## config.mk

```make
export PLATFORM = sky130hd
export DESIGN_NAME = radio_spi_register_fifo_top
export DESIGN_NICKNAME = d
export VERILOG_FILES = /design/src/hw/rtl/rsrf_pkg.sv /design/src/hw/rtl/radio_spi_register_fifo_top.sv /design/src/hw/rtl/rsrf_ram.sv
export SDC_FILE = /design/constraint.sdc
export NUM_CORES = 2
export LEC_CHECK = 0
export BUFFER_PORTS_ARGS = -buffer_cell sky130_fd_sc_hd__clkbuf_2
export CAP_MARGIN = 20
export CORE_MARGIN = 4
export CORE_UTILIZATION = 55
export CTS_CLUSTER_DIAMETER = 200
export DETAILED_ROUTE_END_ITERATION = 7
export HOLD_SLACK_MARGIN = 0.02
export MAX_ROUTING_LAYER = met4
export PLACE_DENSITY = 0.7
export SLEW_MARGIN = 20
export SYNTH_ARGS = -nofsm -noshare
export SYNTH_HDL_FRONTEND = slang
export SYNTH_HIERARCHICAL = 1
export SYNTH_SLANG_ARGS = --single-unit
export TNS_END_PERCENT = 20
```

## constraint.sdc

```tcl
create_clock -name clk -period 8.5 [get_ports clk]
set_input_delay 0.85 -clock clk [delete_from_list [all_inputs] [get_ports clk]]
set_output_delay 0.85 -clock clk [all_outputs]
set_load 0.03 [all_outputs]
```

## src/hw/rtl/rsrf_pkg.sv

```systemverilog
// ----------------------------------------------------------------------------
// rsrf_pkg
// Types and codes shared by the SPI register file and payload FIFO block.
// ----------------------------------------------------------------------------
`timescale 1ns / 1ps

package rsrf_pkg;

  typedef enum logic [0:0] {
    ST_IDLE,
    ST_ACK
  } state_t;

  // input item modes
  localparam logic [1:0] MODE_SPI    = 2'd0;
  localparam logic [1:0] MODE_SELECT = 2'd1;
  localparam logic [1:0] MODE_PACKET = 2'd2;
  localparam logic [1:0] MODE_TICK   = 2'd3;

  // result kinds
  localparam logic [1:0] KIND_SPI    = 2'd0;
  localparam logic [1:0] KIND_ACK    = 2'd1;
  localparam logic [1:0] KIND_EMPTY  = 2'd2;
  localparam logic [1:0] KIND_STATUS = 2'd3;

  // command codes
  localparam logic [7:0] CMD_REG_WRITE   = 8'h20;
  localparam logic [7:0] CMD_LIMIT       = 8'h40;
  localparam logic [7:0] CMD_W_STATUS    = 8'h27;
  localparam logic [7:0] CMD_R_RX_PAY    = 8'h61;
  localparam logic [7:0] CMD_W_TX_PAY    = 8'hA0;
  localparam logic [7:0] CMD_W_ACK_PAY   = 8'hA8;
  localparam logic [7:0] CMD_W_TX_NOACK  = 8'hB0;
  localparam logic [7:0] CMD_TX_CLEAR    = 8'hE1;
  localparam logic [7:0] CMD_RX_CLEAR    = 8'hE2;

  // register indexes
  localparam logic [4:0] RA_CONFIG       = 5'h00;
  localparam logic [4:0] RA_STAT         = 5'h07;
  localparam logic [4:0] RA_RX_ADDR0     = 5'h0A;
  localparam logic [4:0] RA_RX_ADDR1     = 5'h0B;
  localparam logic [4:0] RA_TX_ADDR      = 5'h10;
  localparam logic [4:0] RA_RX_WIDTH0    = 5'h11;
  localparam logic [4:0] RA_FIFO_STAT    = 5'h17;

  localparam logic [7:0] IRQ_BITS   = 8'h70;
  localparam logic [7:0] REPLY_NONE = 8'hFF;
  localparam logic [7:0] POS_IDLE   = 8'hFF;
  localparam logic [7:0] POS_MAX    = 8'hFE;
  localparam logic [7:0] ADDR_HI_A  = 8'hE7;
  localparam logic [7:0] ADDR_HI_B  = 8'hC2;

  localparam logic [7:0] REG_INIT [32] = '{
    8'h08, 8'h3F, 8'h03, 8'h03, 8'h03, 8'h02, 8'h0E, 8'h0E,
    8'h00, 8'h00, 8'hE7, 8'hC2, 8'hC3, 8'hC4, 8'hC5, 8'hC6,
    8'hE7, 8'h00, 8'h00, 8'h00, 8'h00, 8'h00, 8'h00, 8'h11,
    8'h00, 8'h00, 8'h00, 8'h00, 8'h00, 8'h00, 8'h00, 8'h00
  };

endpackage

```

## src/hw/rtl/radio_spi_register_fifo_top.sv

```systemverilog
// ----------------------------------------------------------------------------
// radio_spi_register_fifo_top
// SPI slave register file with RX and TX payload FIFOs and packet ack logic.
// ----------------------------------------------------------------------------
//  channel   signals                                     transfer
//  input     start/busy, mode data chip_select
//            chip_enable has_byte last                   start & !busy
//  result    done, kind data_res last_res overrun
//            irq_rise                                    done (one cycle)
//
//  An item is taken when start & !busy; its result, if any, shows the cycle
//  after. A packet end that carries an ack payload gives the ack bytes
//  instead and holds busy while the TX payload RAM streams payload length
//  bytes, one byte a cycle; the bytes come out the cycle after the RAM reads.
//  Reset is synchronous; no clearing pass is needed. Results cannot stall.
`timescale 1ns / 1ps

module radio_spi_register_fifo_top
  import rsrf_pkg::*;
#(
  parameter int FIFO_DEPTH    = 3,
  parameter int PAYLOAD_BYTES = 32
) (
  input  logic       clk,
  input  logic       rst,
  input  logic       start,
  output logic       busy,
  input  logic [1:0] mode,
  input  logic [7:0] data,
  input  logic       chip_select,
  input  logic       chip_enable,
  input  logic       has_byte,
  input  logic       last,
  output logic       done,
  output logic [1:0] kind,
  output logic [7:0] data_res,
  output logic       last_res,
  output logic       overrun,
  output logic       irq_rise
);

  localparam int SLOT_W    = (FIFO_DEPTH > 1) ? $clog2(FIFO_DEPTH) : 1;
  localparam int OFF_W     = (PAYLOAD_BYTES > 1) ? $clog2(PAYLOAD_BYTES) : 1;
  localparam int OCC_W     = $clog2(FIFO_DEPTH + 1);
  localparam int LEN_W     = $clog2(PAYLOAD_BYTES + 1);
  localparam int IL_W      = $clog2(PAYLOAD_BYTES + 2);
  localparam int RAM_DEPTH = FIFO_DEPTH * PAYLOAD_BYTES;
  localparam int AW        = (RAM_DEPTH > 1) ? $clog2(RAM_DEPTH) : 1;

  localparam logic [OCC_W-1:0] OCC_FULL = OCC_W'(FIFO_DEPTH);
  localparam logic [LEN_W-1:0] LEN_MAX  = LEN_W'(PAYLOAD_BYTES);
  localparam logic [IL_W-1:0]  IL_MAX   = IL_W'(PAYLOAD_BYTES);

  state_t state, state_next;

  logic [7:0]        regs       [32];
  logic [7:0]        regs_next  [32];
  logic [7:0]        ahb        [12];
  logic [7:0]        ahb_next   [12];
  logic [LEN_W-1:0]  rx_len     [FIFO_DEPTH];
  logic [LEN_W-1:0]  rx_len_next[FIFO_DEPTH];
  logic [LEN_W-1:0]  tx_len     [FIFO_DEPTH];
  logic [LEN_W-1:0]  tx_len_next[FIFO_DEPTH];
  logic [OCC_W-1:0]  rx_occ, rx_occ_next, tx_occ, tx_occ_next;
  logic [SLOT_W-1:0] rx_head, rx_head_next, rx_tail, rx_tail_next;
  logic [SLOT_W-1:0] tx_head, tx_head_next, tx_tail, tx_tail_next;
  logic              sel, sel_next, en, en_next;
  logic [7:0]        cmd, cmd_next, bp, bp_next;
  logic [OFF_W-1:0]  paypos, paypos_next;
  logic [2:0]        irq_last, irq_last_next;
  logic [IL_W-1:0]   il, il_next;

  logic              res_valid, res_valid_next;
  logic [1:0]        res_kind, res_kind_next;
  logic [7:0]        res_data, res_data_next;
  logic              res_last, res_last_next;
  logic              res_ovr, res_ovr_next;
  logic              res_irq, res_irq_next;
  logic              res_rx, res_rx_next;

  logic [SLOT_W-1:0] ack_slot, ack_slot_next;
  logic [LEN_W-1:0]  ack_n, ack_n_next, ack_i, ack_i_next;
  logic              ack_pend, ack_pend_next, ack_pend_last, ack_pend_last_next;
  logic              ack_done;
  logic              go_ack;

  logic              accept;
  logic              rx_we, tx_we;
  logic [AW-1:0]     rx_waddr, tx_waddr, rx_raddr, tx_raddr;
  logic [7:0]        rx_wdata, tx_wdata, rx_q, tx_q;

  function automatic logic [SLOT_W-1:0] next_slot(input logic [SLOT_W-1:0] p);
    return (p == SLOT_W'(FIFO_DEPTH - 1)) ? '0 : p + SLOT_W'(1);
  endfunction

  function automatic logic [AW-1:0] ram_addr(input logic [SLOT_W-1:0] s,
                                             input logic [OFF_W-1:0] o);
    return AW'(s) * AW'(PAYLOAD_BYTES) + AW'(o);
  endfunction

  function automatic logic [7:0] fifo_stat(input logic [OCC_W-1:0] ro,
                                           input logic [OCC_W-1:0] to);
    return ((ro == '0) ? 8'h01 : 8'h00) | ((ro >= OCC_FULL) ? 8'h02 : 8'h00) |
           ((to == '0) ? 8'h10 : 8'h00) | ((to >= OCC_FULL) ? 8'h20 : 8'h00);
  endfunction

  function automatic logic [7:0] status_stat(input logic [7:0] st,
                                             input logic [OCC_W-1:0] ro,
                                             input logic [OCC_W-1:0] to);
    return (st & IRQ_BITS) | ((to >= OCC_FULL) ? 8'h01 : 8'h00) |
           ((ro == '0) ? 8'h0E : 8'h00);
  endfunction

  assign accept   = start && !busy;
  assign ack_done = (ack_i == LEN_W'(ack_n - LEN_W'(1)));
  assign rx_raddr = ram_addr(rx_tail, paypos);
  assign tx_raddr = ram_addr(ack_slot, ack_i[OFF_W-1:0]);

  rsrf_ram #(.WIDTH(8), .DEPTH(RAM_DEPTH)) u_rx_ram (
    .clk   (clk),
    .we    (rx_we),
    .waddr (rx_waddr),
    .wdata (rx_wdata),
    .raddr (rx_raddr),
    .rdata (rx_q)
  );

  rsrf_ram #(.WIDTH(8), .DEPTH(RAM_DEPTH)) u_tx_ram (
    .clk   (clk),
    .we    (tx_we),
    .waddr (tx_waddr),
    .wdata (tx_wdata),
    .raddr (tx_raddr),
    .rdata (tx_q)
  );

  // next state
  always_comb begin
    state_next = state;
    unique case (state)
      ST_IDLE: begin
        if (accept && go_ack) begin
          state_next = ST_ACK;
        end
      end
      ST_ACK: begin
        if (ack_done) begin
          state_next = ST_IDLE;
        end
      end
      default: state_next = ST_IDLE;
    endcase
  end

  // state outputs
  always_comb begin
    unique case (state)
      ST_IDLE: busy = 1'b0;
      ST_ACK:  busy = 1'b1;
      default: busy = 1'b1;
    endcase
  end

  // item processing: read, modify and write back the block state
  always_comb begin : proc
    logic [4:0]       rsel;
    logic [2:0]       ci;
    logic             use_ahb;
    logic [3:0]       ahb_idx;
    logic [7:0]       reg_byte;
    logic [IL_W-1:0]  len;
    logic [2:0]       irq_now;
    logic             is_tx_cmd;

    regs_next     = regs;
    ahb_next      = ahb;
    rx_len_next   = rx_len;
    tx_len_next   = tx_len;
    rx_occ_next   = rx_occ;
    tx_occ_next   = tx_occ;
    rx_head_next  = rx_head;
    rx_tail_next  = rx_tail;
    tx_head_next  = tx_head;
    tx_tail_next  = tx_tail;
    sel_next      = sel;
    en_next       = en;
    cmd_next      = cmd;
    bp_next       = bp;
    paypos_next   = paypos;
    irq_last_next = irq_last;
    il_next       = il;

    res_valid_next = 1'b0;
    res_kind_next  = KIND_STATUS;
    res_data_next  = regs[RA_STAT];
    res_last_next  = 1'b1;
    res_ovr_next   = 1'b0;
    res_irq_next   = 1'b0;
    res_rx_next    = 1'b0;

    ack_slot_next      = ack_slot;
    ack_n_next         = ack_n;
    ack_i_next         = ack_i;
    ack_pend_next      = 1'b0;
    ack_pend_last_next = 1'b0;
    go_ack             = 1'b0;

    rx_we    = 1'b0;
    rx_waddr = ram_addr(rx_head, il[OFF_W-1:0]);
    rx_wdata = data;
    tx_we    = 1'b0;
    tx_waddr = ram_addr(tx_head, paypos);
    tx_wdata = data;

    // register byte addressed by the current command and byte position
    rsel    = cmd[4:0];
    ci      = (bp > 8'd4) ? 3'd4 : bp[2:0];
    use_ahb = 1'b0;
    ahb_idx = 4'd0;
    if (ci != 3'd0) begin
      if (rsel == RA_TX_ADDR) begin
        use_ahb = 1'b1;
        ahb_idx = 4'(ci) - 4'd1;
      end else if (rsel == RA_RX_ADDR0) begin
        use_ahb = 1'b1;
        ahb_idx = 4'(ci) + 4'd3;
      end else if (rsel == RA_RX_ADDR1) begin
        use_ahb = 1'b1;
        ahb_idx = 4'(ci) + 4'd7;
      end
    end
    reg_byte  = use_ahb ? ahb[ahb_idx] : regs[rsel];
    is_tx_cmd = (cmd == CMD_W_TX_PAY) || (cmd == CMD_W_ACK_PAY) ||
                (cmd == CMD_W_TX_NOACK);
    len       = '0;
    irq_now   = regs[RA_CONFIG][6:4] & regs[RA_STAT][6:4];

    if (state == ST_ACK) begin
      ack_i_next         = ack_i + LEN_W'(1);
      ack_pend_next      = 1'b1;
      ack_pend_last_next = ack_done;
    end

    if (accept) begin
      res_valid_next = 1'b1;
      unique case (mode)
        MODE_SPI: begin
          res_kind_next = KIND_SPI;
          res_data_next = REPLY_NONE;
          if (sel) begin
            if (bp == POS_IDLE) begin
              cmd_next    = data;
              bp_next     = 8'd0;
              paypos_next = '0;
              if (data == CMD_TX_CLEAR) begin
                tx_occ_next = '0;
              end
              if (data == CMD_RX_CLEAR) begin
                rx_occ_next = '0;
              end
              if (data == CMD_TX_CLEAR || data == CMD_RX_CLEAR) begin
                regs_next[RA_FIFO_STAT] = fifo_stat(rx_occ_next, tx_occ_next);
                regs_next[RA_STAT] = status_stat(regs[RA_STAT], rx_occ_next,
                                                 tx_occ_next);
                regs_next[RA_RX_WIDTH0] = 8'(rx_len[rx_tail]);
              end
              res_data_next = regs_next[RA_STAT];
            end else begin
              if (bp < POS_MAX) begin
                bp_next     = bp + 8'd1;
                paypos_next = (paypos == OFF_W'(PAYLOAD_BYTES - 1)) ? '0 :
                              paypos + OFF_W'(1);
              end
              if (cmd == CMD_R_RX_PAY) begin
                res_rx_next = 1'b1;
              end else if (is_tx_cmd) begin
                tx_we = (tx_occ < OCC_FULL);
              end else if (cmd == CMD_W_STATUS) begin
                // write 1 to clear interrupt bits
                regs_next[RA_STAT] = regs[RA_STAT] & ~(data & IRQ_BITS);
              end else if (cmd < CMD_REG_WRITE) begin
                res_data_next = reg_byte;
              end else if (cmd < CMD_LIMIT) begin
                if (use_ahb) begin
                  ahb_next[ahb_idx] = data;
                end else begin
                  regs_next[rsel] = data;
                end
              end
            end
          end
        end
        MODE_SELECT: begin
          if (chip_select && !sel) begin
            bp_next = POS_IDLE;
          end
          if (!chip_select && sel && bp != POS_IDLE) begin
            // end of command: queue TX payload or pop RX payload
            if (is_tx_cmd) begin
              if (tx_occ < OCC_FULL) begin
                tx_len_next[tx_head] = (bp > 8'(PAYLOAD_BYTES)) ? LEN_MAX : LEN_W'(bp);
                tx_occ_next          = tx_occ + OCC_W'(1);
                tx_head_next         = next_slot(tx_head);
              end else begin
                res_ovr_next = 1'b1;
              end
            end else if (cmd == CMD_R_RX_PAY) begin
              if (rx_occ != '0) begin
                rx_occ_next  = rx_occ - OCC_W'(1);
                rx_tail_next = next_slot(rx_tail);
              end else begin
                res_ovr_next = 1'b1;
              end
            end
          end
          sel_next = chip_select;
          en_next  = chip_enable;
        end
        MODE_PACKET: begin
          len = il;
          if (has_byte) begin
            rx_we = (il < IL_MAX) && (rx_occ < OCC_FULL);
            if (il <= IL_MAX) begin
              len = il + IL_W'(1);
            end
          end
          il_next = len;
          if (!last) begin
            res_valid_next = 1'b0;
          end else begin
            il_next = '0;
            if (!en || len > IL_MAX) begin
              res_data_next = regs[RA_STAT];
            end else if (rx_occ >= OCC_FULL) begin
              regs_next[RA_FIFO_STAT] = fifo_stat(rx_occ, tx_occ);
              regs_next[RA_STAT] = status_stat(regs[RA_STAT], rx_occ, tx_occ);
              regs_next[RA_RX_WIDTH0] = 8'(rx_len[rx_tail]);
              res_data_next = regs_next[RA_STAT];
              res_ovr_next  = 1'b1;
            end else begin
              rx_len_next[rx_head] = LEN_W'(len);
              rx_head_next = next_slot(rx_head);
              rx_occ_next  = rx_occ + OCC_W'(1);
              regs_next[RA_STAT] = regs[RA_STAT] | 8'h40;
              if (tx_occ != '0) begin
                tx_tail_next = next_slot(tx_tail);
                tx_occ_next  = tx_occ - OCC_W'(1);
                regs_next[RA_STAT] = regs_next[RA_STAT] | 8'h20;
                if (tx_len[tx_tail] != '0) begin
                  go_ack         = 1'b1;
                  res_valid_next = 1'b0;
                  ack_slot_next  = tx_tail;
                  ack_n_next     = tx_len[tx_tail];
                  ack_i_next     = '0;
                end
              end
              regs_next[RA_FIFO_STAT] = fifo_stat(rx_occ_next, tx_occ_next);
              regs_next[RA_STAT] = status_stat(regs_next[RA_STAT], rx_occ_next,
                                               tx_occ_next);
              regs_next[RA_RX_WIDTH0] = 8'(rx_len_next[rx_tail]);
              res_kind_next = KIND_EMPTY;
              res_data_next = regs_next[RA_STAT];
            end
          end
        end
        MODE_TICK: begin
          irq_last_next = irq_now;
          res_irq_next  = (irq_now != 3'd0) && (irq_last == 3'd0);
        end
        default: res_valid_next = 1'b0;
      endcase
    end
  end

  always_ff @(posedge clk) begin
    if (rst) begin
      state <= ST_IDLE;
      for (int i = 0; i < 32; i++) begin
        regs[i] <= REG_INIT[i];
      end
      for (int i = 0; i < 12; i++) begin
        ahb[i] <= (i < 8) ? ADDR_HI_A : ADDR_HI_B;
      end
      for (int i = 0; i < FIFO_DEPTH; i++) begin
        rx_len[i] <= '0;
        tx_len[i] <= '0;
      end
      rx_occ        <= '0;
      tx_occ        <= '0;
      rx_head       <= '0;
      rx_tail       <= '0;
      tx_head       <= '0;
      tx_tail       <= '0;
      sel           <= 1'b0;
      en            <= 1'b0;
      cmd           <= 8'd0;
      bp            <= 8'd0;
      paypos        <= '0;
      irq_last      <= 3'd0;
      il            <= '0;
      res_valid     <= 1'b0;
      ack_pend      <= 1'b0;
      ack_pend_last <= 1'b0;
      ack_slot      <= '0;
      ack_n         <= '0;
      ack_i         <= '0;
    end else begin
      state         <= state_next;
      regs          <= regs_next;
      ahb           <= ahb_next;
      rx_len        <= rx_len_next;
      tx_len        <= tx_len_next;
      rx_occ        <= rx_occ_next;
      tx_occ        <= tx_occ_next;
      rx_head       <= rx_head_next;
      rx_tail       <= rx_tail_next;
      tx_head       <= tx_head_next;
      tx_tail       <= tx_tail_next;
      sel           <= sel_next;
      en            <= en_next;
      cmd           <= cmd_next;
      bp            <= bp_next;
      paypos        <= paypos_next;
      irq_last      <= irq_last_next;
      il            <= il_next;
      res_valid     <= res_valid_next;
      ack_pend      <= ack_pend_next;
      ack_pend_last <= ack_pend_last_next;
      ack_slot      <= ack_slot_next;
      ack_n         <= ack_n_next;
      ack_i         <= ack_i_next;
    end
  end

  // result payload, no reset needed
  always_ff @(posedge clk) begin
    res_kind <= res_kind_next;
    res_data <= res_data_next;
    res_last <= res_last_next;
    res_ovr  <= res_ovr_next;
    res_irq  <= res_irq_next;
    res_rx   <= res_rx_next;
  end

  assign done     = res_valid | ack_pend;
  assign kind     = ack_pend ? KIND_ACK : res_kind;
  assign data_res = ack_pend ? tx_q : (res_rx ? rx_q : res_data);
  assign last_res = ack_pend ? ack_pend_last : res_last;
  assign overrun  = ack_pend ? 1'b0 : res_ovr;
  assign irq_rise = ack_pend ? 1'b0 : res_irq;

endmodule

```

## src/hw/rtl/rsrf_ram.sv

```systemverilog
// ----------------------------------------------------------------------------
// rsrf_ram
// Simple dual-port RAM: one write port, one read port with registered data.
// ----------------------------------------------------------------------------
`timescale 1ns / 1ps

module rsrf_ram #(
  parameter int WIDTH = 8,
  parameter int DEPTH = 96,
  parameter int AW    = (DEPTH > 1) ? $clog2(DEPTH) : 1
) (
  input  logic             clk,
  input  logic             we,
  input  logic [AW-1:0]    waddr,
  input  logic [WIDTH-1:0] wdata,
  input  logic [AW-1:0]    raddr,
  output logic [WIDTH-1:0] rdata
);

  logic [WIDTH-1:0] mem [DEPTH];

  always_ff @(posedge clk) begin
    if (we) begin
      mem[waddr] <= wdata;
    end
    rdata <= mem[raddr];
  end

endmodule

```

Word level (Yosys, flattened, before mapping)
Memories as Yosys holds them, arrays and structs flattened. A register that Yosys moved wholly into a read port is not among the register bits.
Index checks and enable logic that the tools add are counted.
Word-level totals
  bits in registers: 463
  bits in latches: 0
  memory bits (writable): 1536
  ROM bits: 0
  input bits: 17
  output and inout port bits: 15
  word-level logic and storage cells: 470
  memories kept: 2
Memory list
  u_rx_ram.mem: depth 96, width 8, rd ports 1, clocked after memory_dff 1, wr ports 1, RTL line rsrf_ram.sv:20  | logic [WIDTH-1:0] mem [DEPTH];
  u_tx_ram.mem: depth 96, width 8, rd ports 1, clocked after memory_dff 1, wr ports 1, RTL line rsrf_ram.sv:20
Operators by class
  $add $sub $neg: 20
  multipliers: 0
  divide/modulo/power cells: 0
  magnitude comparators: 26
  eq/ne operators: 44
  shifts and indexed selects: 0
  multiplexer cells: 210
  bitwise operators: 37
  reductions and logical operators: 56
Operators with widths (number)
  2-to-1 mux 200 bit: 6
  2-to-1 mux 8 bit: 33
  bitwise mux 256 bit: 1
  2-to-1 mux 192 bit: 1
  2-to-1 mux 6 bit: 28
  bitwise mux 96 bit: 1
  2-to-1 mux 2 bit: 41
  one-hot mux 8 bit (2 select lines): 5
  2-to-1 mux 72 bit: 1
  2-to-1 mux 64 bit: 1
  2-to-1 mux 1 bit: 54
  equality test 8 bit (second input constant): 6
  2-to-1 mux 7 bit: 6
  binary-select mux 8 bit (select 5 bit): 1
  demux 8 bit (select 5 bit): 1
  2-to-1 mux 40 bit: 1
  binary-select mux 6 bit (select 2 bit): 3
  bitwise mux 18 bit: 2
  binary-select mux 8 bit (select 4 bit): 1
  demux 8 bit (select 4 bit): 1
  2-to-1 mux 5 bit: 6
  AND reduction 10 bit: 3
  adder 7 x 5 -> 7 bit: 4
  2-to-1 mux 4 bit: 7
  other kinds (72): 179

Logic depth before layout (Yosys ltp)
  word-level depth: 20
  depth in mapped cells: 18
  depth with buffers taken out: 15

By module
The synthesis kept the hierarchy.
By module, submodules not included
  rsrf_ram: instances 2, cells an instance 1370, area each 29998.8 um^2
  radio_spi_register_fifo_top: instances 1, cells an instance 2501, area each 22470.3 um^2

Least setup slack after synthesis
Ideal clock, no wire load.
  kind: input -> register
  from: input port mode[0]
  to: memory u_tx_ram.mem[48][0], enable pin
  setup time: 395 ps
  data arrival time: 3240 ps
  required time: 8105 ps
  slack: 4866 ps
  stages on the path: 9
  cell sequence: inv_1 ha_1 clkbuf_1 clkbuf_1 nand2_1 nor4_1 clkbuf_1 nand3_1 nor4_1
Between the ends
  cells in the longest elaborated chain, start to end: 5
Ends and longest elaborated chain
  start: declaration: RTL line radio_spi_register_fifo_top.sv:28  | input logic [1:0] mode,
  logical NOT 2 bit: RTL line radio_spi_register_fifo_top.sv:246  | unique case (mode)
  2-to-1 mux 1 bit: RTL line radio_spi_register_fifo_top.sv:246
  2-to-1 mux 1 bit: RTL line radio_spi_register_fifo_top.sv:244  | if (accept) begin
  net tx_we: RTL line radio_spi_register_fifo_top.sv:88  | logic rx_we, tx_we;
  2-to-1 mux 1 bit: RTL line rsrf_ram.sv:23  | if (we) begin
  2-to-1 mux 1 bit (not written as such): RTL line rsrf_ram.sv:24  | mem[waddr] <= wdata;
  end: declaration: RTL line rsrf_ram.sv:20
The timed path passes the listed nets, and every way through them passes these cells.

Worst setup path in the final report
  from: register bp[5]
  to: register ahb[84] (netlist name)
Between the ends
  cells in the longest elaborated chain, start to end: 13
Ends and longest elaborated chain
  start: declaration: RTL line radio_spi_register_fifo_top.sv:68  | logic [7:0] cmd, cmd_next, bp, bp_next;
  start signal: assignment: RTL line radio_spi_register_fifo_top.sv:422  | bp <= bp_next;
  greater-than comparator 8 x 3 -> 1 bit: RTL line radio_spi_register_fifo_top.sv:217  | ci = (bp > 8'd4) ? 3'd4 : bp[2:0];
  2-to-1 mux 3 bit: RTL line radio_spi_register_fifo_top.sv:217
  adder 3 x 3 -> 4 bit: RTL line radio_spi_register_fifo_top.sv:229  | ahb_idx = 4'(ci) + 4'd7;
  2-to-1 mux 4 bit: RTL line radio_spi_register_fifo_top.sv:227  | end else if (rsel == RA_RX_ADDR1) begin
  2-to-1 mux 4 bit: RTL line radio_spi_register_fifo_top.sv:224  | end else if (rsel == RA_RX_ADDR0) begin
  2-to-1 mux 4 bit: RTL line radio_spi_register_fifo_top.sv:221  | if (rsel == RA_TX_ADDR) begin
  2-to-1 mux 4 bit: RTL line radio_spi_register_fifo_top.sv:220  | if (ci != 3'd0) begin
  inverter 4 -> 5 bit (not written as such): RTL line radio_spi_register_fifo_top.sv:285  | ahb_next[ahb_idx] = data;
  >= comparator 5 bit (not written as such) / < comparator 5 x 1 -> 1 bit (equally long branches): RTL line radio_spi_register_fifo_top.sv:285
  logical AND 1 bit (not written as such): RTL line radio_spi_register_fifo_top.sv:285
  2-to-1 mux 8 bit (not written as such): RTL line radio_spi_register_fifo_top.sv:285
  demux 8 bit (select 4 bit): RTL line radio_spi_register_fifo_top.sv:285
  bitwise mux 96 bit: RTL line radio_spi_register_fifo_top.sv:285
  end signal: indexed assignment: RTL line radio_spi_register_fifo_top.sv:382  | ahb[i] <= (i < 8) ? ADDR_HI_A : ADDR_HI_B;
  end signal: assignment: RTL line radio_spi_register_fifo_top.sv:410  | ahb <= ahb_next;
  end: declaration: RTL line radio_spi_register_fifo_top.sv:58  | logic [7:0] ahb [12];
Several ways; a longest one is shown, not always the timed one.
A chain may end at the register's enable or synchronous reset.

==> results.py <==
metrics = {
    "outcome": {
        "outcome": "finished with violations",
        "failed_checks": "DRC",
    },
    "clock_network": {
        "cts_buffers": 196,
        "cts_buffer_depth": 3,
        "post_cts_buffers": 0,
        "cts_hold_buffers": 0,
        "cts_resized": 0,
        "htree_levels": 4,
        "cts_root_buf": "clkbuf_16",
        "clk_pin_slew_ps": 60,
        "cts_tree": "done",
        "clkLatencyLatePin_ps": 820,
        "clock-sinks": 2015,
    },
    "power": {
        "total_power_mw": 19.4,
        "power.density_nw_per_um2": 214,
        "max-vdd-ir-drop_v": 0.000192,
        "leakage_nw": 28.4,
    },
    "logic_synthesis": {
        "synthCells": 5241,
        "synthAdderAreaFrac_pct": 0.334,
        "ys_ff_latch": 2015,
        "synth_cell_types": 87,
        "synth_edf_count": 1536,
        "async_reset_ff_share_pct": 0,
        "yosys.area_share.simple_pct": 7.53,
        "synth_xor_area_share_pct": 0.244,
        "ys.flop_type": "edfxtp_1",
        "syn_nets": 5280,
        "synth_top_family_by_area": "multiplexers",
        "synth_compound_gate_area_share_pct": 4.52,
        "syn_avg_cell_area_um2": 15.7,
        "yosysWarnings": 6,
        "synth.area.mux_share_pct": 17.8,
        "synthesis.area_um2": 82500,
        "seq_area_frac_synth_pct": 67.6,
    },
    "detailed_routing": {
        "drtIter0Drc": 5833,
        "routedWlPerCell_um": 27.3,
        "drt-total-wl_mm": 202,
        "vias_per_cell": 6.41,
        "dr.pass1.iters": 8,
        "drc": 1,
        "vias": 47400,
        "postRouteAntennaNets": 0,
    },
    "sta": {
        "hold_slack_ps": 418,
        "finalMaxSlewViolations": 0,
        "tightest_slew_ps": 1130,
        "min_period_ps": 5430,
        "fmax_mhz": 184,
        "relSlewSlack_pct": 24.6,
        "hold_violations": 0,
        "fin_skew_ps": 49.1,
        "timing.final.ws_setup_ps": 3070,
        "rsz0062_at_grt": "false",
        "fin_crit_sh_pct": 63.9,
        "setup_viol_count_final": 0,
        "setup_tns_ps": 0,
    },
    "floorplan": {
        "dieArea_um2": 156000,
        "ios": 32,
        "die_w_um": 395,
        "initial_core_util_pct": 55.6,
        "die-height_um": 395,
        "coreArea_um2": 148000,
        "rows": 141,
    },
    "layout": {
        "nNetsFinal": 5263,
        "final-instance-count-excl-fill": 7403,
        "final_util_pct": 61.3,
        "layout_commonest_cell": "edfxtp_1",
        "drive_gt1_share_pct": 17.9,
        "final_cell_mix": "edfxtp_1 (1,536), nor2_1 (598), mux4_2 (486), dfxtp_1 (466), mux2i_1 (360)",
        "area_delta_synth_final_pct": 10.2,
        "stdcell_area_um2": 90900,
        "nFillCells": 10700,
    },
    "global_routing": {
        "overflow": 0,
        "grt_usage_pct": 26.7,
        "grt_first_pass_wirelength_mm": 306,
        "grt.busiest_layer": "met2",
        "grt_max_degree": 212,
        "grt_pass1_vias": 46200,
        "grtUsageMet2_pct": 39.6,
        "grt_antenna_before_repair": 3,
        "use_met1_pct": 38.4,
        "grt.met3_usage_pct": 4.81,
    },
    "placed_design": {
        "dp.final_hpwl_mm": 123,
        "place_inst": 7027,
        "portBuffers": 31,
        "routabilityCongestion": 0.945,
        "place_ws_ps": 3140,
        "placed_area_um2": 84500,
    },
    "setup_path": {
        "worst-path-max-fanout": 19,
        "critPathLaunchType": "register",
        "cp_cell_sequence": "nor3_2 -> and4_1 -> inv_2 -> ha_1 -> ha_1 -> nor2_1 -> o21a_1 -> and3_1 -> nand2_1 -> nor2_2 -> mux2i_1 -> nor2_1",
        "critPathRequiredTime_ps": 9160,
        "slowest_stage": "and4_1",
        "critPathCaptureType": "register",
        "worst-path-buf-inv": 1,
        "critPathMaxStageDelay_ps": 1020,
        "crit_arrival_ps": 6100,
        "cpLargestDelayFamily": "simple AND/OR/NAND/NOR gates",
        "path_class": "register to register",
    },
    "min_path": {
        "hp-class": "input port to register",
    },
    "flow_run": {
        "maxCapViolations": 0,
    },
}
-- routing by layer --
layer,share of wire (%),vias up
met5,0,-
met2,46,2287
li1,-,20300
met4,3.0,0
met3,9.0,389
met1,42,24400
-- tightest hold or removal path, cell delays in order --
cell and delay (ps):
clkbuf_2 140, nand3_1 100, a21oi_1 60
-- cells by family after synthesis --
family | after synthesis
muxes | 854
and+or+nand+nor | 1381
DFF | 2015
AOI/OAI and AO/OA | 571
adders and majority gates | 22
xor gates and xnor gates | 23
buffers and inverters | 375
-- final timing paths --
| check | startpoint | endpoint | slack (ps) | depth (start not counted) |
|---|---|---|---|---|
| worst min register to register | regs[204] | regs[204] | 450 | 2 |
| worst max register to register | bp[5] | ahb[84] | 3070 | 12 |
| worst min-delay path | chip_enable | en | 420 | 3 |
| worst max-delay path | bp[5] | ahb[84] | 3070 | 12 |
-- cell type report --
| cell class | count | area (um2) | share of cell area [%] |
|---|---|---|---|
| repair buffers | 119 | 1030 | 1.13 |
| inverters | 41 | 155 | 0.171 |
| multi-input cells | 2851 | 25100 | 27.6 |
| clock inverters | 100 | 1010 | 1.11 |
| clock buffers | 269 | 5350 | 5.89 |
| flip-flops and latches | 2015 | 55700 | 61.3 |
| diodes | 6 | 15.0 | 0.0165 |
| well taps | 2002 | 2500 | 2.76 |
-- state kept, by name (all words and copies together) (netlist names), 8 cells and up --
signal	cells
res_data	8
u_rx_ram/rdata	8
bp	8
regs	256
ahb	96
tx_len	18
u_tx_ram/rdata	8
u_rx_ram/mem	768
u_tx_ram/mem	768
rx_len	18
cmd	8
-- where the power goes --
group | switching, mW | leakage (nW) | internal [mW]
sequential | 0.0103 | 17.7 | 10.6
combinational | 0.277 | 7.60 | 0.0550
clock | 3.70 | 3.09 | 4.80
total | 3.99 | 28.4 | 15.4
-- Yosys cell counts (all sizes together), types with 5 or more instances --
master | count | area share, %
a2111oi | 8 | 0.085
o21ai | 141 | 0.86
a21o | 7 | 0.064
a211oi | 51 | 0.48
a21oi | 124 | 0.75
nand4 | 16 | 0.13
edfxtp | 1536 | 56
mux2 | 8 | 0.11
ha | 22 | 0.33
nor4 | 10 | 0.076
o221ai | 10 | 0.11
nor2 | 610 | 2.8
and2 | 19 | 0.14
mux4 | 486 | 13
inv | 39 | 0.18
mux2i | 360 | 4.4
o2111ai | 5 | 0.053
nand2b | 38 | 0.29
nand3b | 12 | 0.11
a222oi | 9 | 0.11
nand3 | 153 | 0.93
xor2 | 9 | 0.096
a31oi | 28 | 0.21
buf | 142 | 1.0
nor3 | 57 | 0.38
nor2b | 53 | 0.40
a22o | 5 | 0.053
nand2 | 340 | 1.6
and3 | 10 | 0.076
a32oi | 8 | 0.085
a221oi | 19 | 0.20
o21bai | 6 | 0.055
xnor2 | 14 | 0.15
o32ai | 7 | 0.074
or3b | 7 | 0.074
o211ai | 28 | 0.27
or2 | 19 | 0.14
a22oi | 46 | 0.42
dfxtp | 479 | 12
o31ai | 10 | 0.091
nor3b | 7 | 0.070
or3 | 9 | 0.068
o22ai | 29 | 0.22
clkbuf | 192 | 0.87
Note: power is estimated with default switching activity, not from simulation.
